## src/rtl/core/cssc_pkg.sv

```systemverilog
// Shared constants, widths and helpers of the cosine similarity stream core.
package cssc_pkg;

   localparam int MAX_LEN   = 4096;
   localparam int ELEM_BITS = 16;

   localparam int ELEM_W  = 16;              // width of one element field
   localparam int SIM_W   = 16;              // width of the similarity field
   localparam int DOT_W   = 45;              // signed dot product sum
   localparam int SQ_W    = 44;              // unsigned sums of squares
   localparam int ACC_W   = 47;              // saturating adder width
   localparam int MUL_W   = 23;              // signed multiplier operand width
   localparam int PROD_W  = 2 * MUL_W;
   localparam int SUB_W   = 46;              // compare and subtract width
   localparam int ROOT_W  = (SQ_W + 1) / 2;  // bits of a floor square root
   localparam int ROOT_STEPS = ROOT_W;
   localparam int DIV_STEPS  = SIM_W - 1;
   localparam int CNT_W   = $clog2(ROOT_STEPS);

   localparam int SQ_SHIFT = 2 * ELEM_BITS - 2;
   localparam longint unsigned STATE_CAP = (64'd1 << SQ_W) - 64'd1;
   localparam longint unsigned FULL_SUM  = 64'(MAX_LEN) << SQ_SHIFT;
   localparam longint unsigned ACC_LIMIT =
      (SQ_SHIFT >= SQ_W) ? STATE_CAP : ((FULL_SUM > STATE_CAP) ? STATE_CAP : FULL_SUM);

   localparam logic [DIV_STEPS-1:0] Q_FULL_SCALE = '1;

   // Interpret the low ELEM_BITS bits of a field as a two's complement value.
   function automatic logic signed [ELEM_W-1:0] sext_elem(input logic [ELEM_W-1:0] raw);
      logic signed [ELEM_W-1:0] v;
      v = signed'(raw << (ELEM_W - ELEM_BITS));
      return v >>> (ELEM_W - ELEM_BITS);
   endfunction

endpackage

```

## src/rtl/core/cssc_mul.sv

```systemverilog
// Registered signed multiplier shared by every product of the core.
module cssc_mul import cssc_pkg::*;
(
   input  logic                     clock,
   input  logic signed [MUL_W-1:0]  op_a,
   input  logic signed [MUL_W-1:0]  op_b,
   output logic signed [PROD_W-1:0] prod_ff
);

   always_ff @(posedge clock) begin
      prod_ff <= op_a * op_b;
   end

endmodule

```

## config.mk

```make
export PLATFORM = sky130hd
export DESIGN_NAME = cssc_mul
export DESIGN_NICKNAME = d
export VERILOG_FILES = /design/src/rtl/core/cssc_pkg.sv /design/src/rtl/core/cssc_mul.sv
export SDC_FILE = /design/constraint.sdc
export NUM_CORES = 2
export LEC_CHECK = 0
export BUFFER_PORTS_ARGS = -buffer_cell sky130_fd_sc_hd__buf_2
export CORE_ASPECT_RATIO = 0.75
export CORE_MARGIN = 8
export CORE_UTILIZATION = 43
export DETAILED_ROUTE_END_ITERATION = 10
export SLEW_MARGIN = 5
export SYNTH_ARGS = -nofsm -noshare
export SYNTH_HDL_FRONTEND = slang
export SYNTH_SLANG_ARGS = --single-unit
export TNS_END_PERCENT = 10
```

## constraint.sdc

```tcl
create_clock -name clock -period 6 [get_ports clock]
set_input_delay 0 -clock clock [delete_from_list [all_inputs] [get_ports clock]]
set_output_delay 0 -clock clock [all_outputs]
set_load 0.05 [all_outputs]
```

=== Yosys cells after proc, flatten, opt, wreduce, memory -nomap -nowiden ===
Index checks and enable logic that the tools add are counted.
Widths: inputs -> output; s select.

* Register bits: 46
* Input bits: 47
* Output and inout port bits: 46
* Logic and storage cells: 2

* $mul: 1

{| class="wikitable"
|+ Operators by type and width
! cell !! count
|-
| $mul 23x23->46 || 1
|}

=== Logic depth before layout (Yosys ltp) ===
* Depth after elaboration: 1
* Depth in mapped cells: 27
* Mapped depth without buffers: 25

=== Worst setup path before layout ===
Ideal clock, no wire load.

* Kind: in2reg
* From: input op_a[22]
* To: register prod_ff[43]
* Setup time: 0.072 ns
* Arrival: 6.304 ns
* Data required time: 5.928 ns
* Path slack: -0.376 ns
* Stages on the path: 20
* Path buffers: 2
* Cell sequence: clkbuf_1 -> nand2_1 -> inv_1 -> fa_1 -> fa_1 -> inv_1 -> fa_1 -> inv_1 -> fa_1 -> fa_1 -> fa_1 -> fa_1 -> ha_1 -> clkdlybuf4s25_1 -> a21oi_1 -> or3b_2 -> o21ai_1 -> o21ai_1 -> o21ai_1 -> xnor2_1

* Cells in the longest elaborated chain, start to end: 1

{| class="wikitable"
|+ RTL lines
! what !! line !! source
|-
| start, declared || cssc_mul.sv:5 || <nowiki>input logic signed [MUL_W-1:0] op_a,</nowiki>
|-
| $mul 23x23->46 || cssc_mul.sv:11 || <nowiki>prod_ff <= op_a * op_b;</nowiki>
|-
| end signal, assigned || cssc_mul.sv:11 ||
|-
| end, declared || cssc_mul.sv:7 || <nowiki>output logic signed [PROD_W-1:0] prod_ff</nowiki>
|}

Every way passes these cells.

=== Final worst setup path ===
* From: input op_a[12]
* To: register prod_ff[45]

Same word-level chain as after synthesis.

==> flow_summary.yaml <==
grt:
  track_usage_pct: 21.0
  antenna_found_initial: 2
  gr-total-overflow: 0
  grt_max_degree: 16
  grt_pass1_wl_mm: 92.4
  grt_pass1_vias: 17001
cts:
  cts.sinks: 46
  cts_buffers: 5
  cts_tree: "yes"
  cts_max_path_buffers: 2
  path_clk_slew_ns: 0.07
  h-tree-depth: 2
  cts-root-buf: "clkbuf_16"
final_layout:
  largest_register_ffs: 46
  reg.largest.list: "prod_ff (46)"
  area_growth_syn_to_layout_pct: 18.5
  nets: 3228
  layout_common_cells: "inv_1 (596), fa_1 (544), nand2_1 (284)"
  n_antenna_cell: 0
  drive_gt1_share_pct: 18.3
  regMostFlops: "prod_ff"
  layout_commonest_cell: "inv_1"
  design_area_mm2: 0.0245
yosys:
  synth_area_mm2: 0.0207
  yosysSeqAreaShare_pct: 4.45
  ys_ff_latch: 46
  synth_cell_types: 55
  synth_top_area_cell: "fa_1"
  syn_inst: 2219
  synth-edff-count: 0
  synthArstFlopShare_pct: 0
  synthFlopType: "dfxtp_1"
  synthTopCellsByArea: "fa_1 (55%), inv_1 (11%), ha_1 (7.6%), and2_1 (7.3%), nand2_1 (5.2%)"
  avgSynthCellArea_um2: 9.32
  synth_top_area_share_pct: 54.7
  ys_warn_count: 0
  syn_nets: 2956
routing:
  via_count: 15216
  finalWirelength_mm: 55.4
  drt_iter0_markers: 810
  ant_nets: 0
  wire_per_inst_um: 17.7
  dr.pass1.iters: 5
  drc: 0
  vias_per_cell: 4.86
placement:
  post_dp_cell_area_mm2: 0.0237
  place.gp.congestion: 0.897
  numPortBuffers: 92
  dp_hpwl_mm: 49.7
sta:
  slew_viol_final: 0
  fin_crit_ns: 6.03
  hold_violations: 0
  finalCritPeriodShare_pct: 101
  finalWorstSetupSlack_ns: -0.0310
  worstMarginPinSlew_ns: 0.513
  rsz0062_at_grt: "yes"
  clock.fmax_mhz: 166
  whs_ns: 0.160
  slew_headroom_pct: 65.7
  finalSetupViolCount: 6
worst_setup_path:
  critPathArrivalTime_ns: 6.23
  cp_max_fo: 5
  crit_slowest_cell: "fa_2"
  max_stage_delay_ns: 0.55
  cp_data_required_time_ns: 6.20
  path_class: "in -> reg"
  crit_path_end_kind: "register"
  start_kind: "input port"
  worst_path_most_repeated_cell: "fa_1"
outcome:
  violations: "setup timing"
  run_status: "complete, but fails checks"
floorplan:
  start_util_pct: 43.6
  num_rows: 69
  die_w_um: 269
  core_area_mm2: 0.0474
  ios: 93
  die_y_um: 206
  dieArea_mm2: 0.0554
worst_hold_path:
  hold_class: "in -> reg"
flow_run:
  cap_violations: 0
-- cells in the mapped netlist, types with 2 or more instances --
cell type	instances
nand2b_1	16
ha_1	125
a21oi_1	44
o31ai_1	2
o21bai_1	5
nor2_1	28
and2_1	242
inv_1	603
o211ai_1	3
fa_1	565
nand4_1	4
nor2b_1	3
nand3_1	7
xor2_1	13
clkbuf_1	92
o21ai_0	18
o21ai_2	2
o21ai_1	4
nand2_1	288
o21a_1	3
xnor2_1	39
nor3_1	5
a21o_1	25
a211oi_1	2
dfxtp_1	46
a31oi_1	6
-- worst paths after layout --
path	from	cells after the start	end	slack [ns]
worst max-delay path	op_a[12]	27	prod_ff[45]	-0.03
worst min-delay path	op_b[1]	3	prod_ff[1]	0.16
-- through the flow --
step	setup slack, ns	cells	TNS, ns	utilization, %
after CTS	-0.00561	3129	-0.0124	51.5
after detailed placement	-0.828	3108	-11.90	50.0
after global placement	-0.822	3108	-11.22	50.0
after global routing	-0.209	3131	-1.58	51.7
final	-0.0310	3131	-0.0733	51.7
after floorplan	-0.00625	2219	-0.00625	-
-- cell type report --
class | instances | area, µm²
Timing Repair Buffer | 361 | 2870
Sequential cell | 46 | 921
Multi-Input combinational cell | 1473 | 17500
Tap cell | 639 | 800
Clock buffer | 6 | 129
Clock inverter | 2 | 13.8
Fill cell | 4365 | 22900
Inverter | 604 | 2270
-- critical path, delay by kind of cell --
kind	cells	cell delay [ns]
fa+ha+maj	8	3.78
simple gates	3	0.48
compound gates	6	0.90
buf+inv	9	0.95
xor+xnor	1	0.13
-- routing by layer --
layer | part of all wire [%] | GRT usage (%) | vias up
met2 | 48 | 34.7 | 378
met4 | 1.8 | 4.13 | 4
met5 | 0.041 | 0 | -
met3 | 5.4 | 3.45 | 63
met1 | 44 | 29.3 | 7930
li1 | - | - | 6841
-- repair_timing --
| action | CTS | global route |
|---|---|---|
| gates resized for setup | 99 | 35 |
| setup buffers | 12 | 2 |
| gates cloned | 2 | 0 |
| hold buffers | 0 | 0 |
| endpoints found under the setup margin | 18 | 17 |
| pin swaps | 51 | 24 |
-- cells by family (layout without fill, tap and decap cells) --
logic type	count (synthesis)	in the layout	share of synthesized area, %
flip-flops	46	46	4.45
adder cells (fa/ha/maj)	690	690	62.3
buffers and inverters	700	973	12.8
AO/OA/AOI/OAI	128	128	3.93
XOR/XNOR	52	52	2.20
AND/OR/NAND/NOR	603	603	14.4
Power is left out: the tool's default activity adds up to more than one toggle a clock period on the data nets, which glitch-free logic cannot reach.
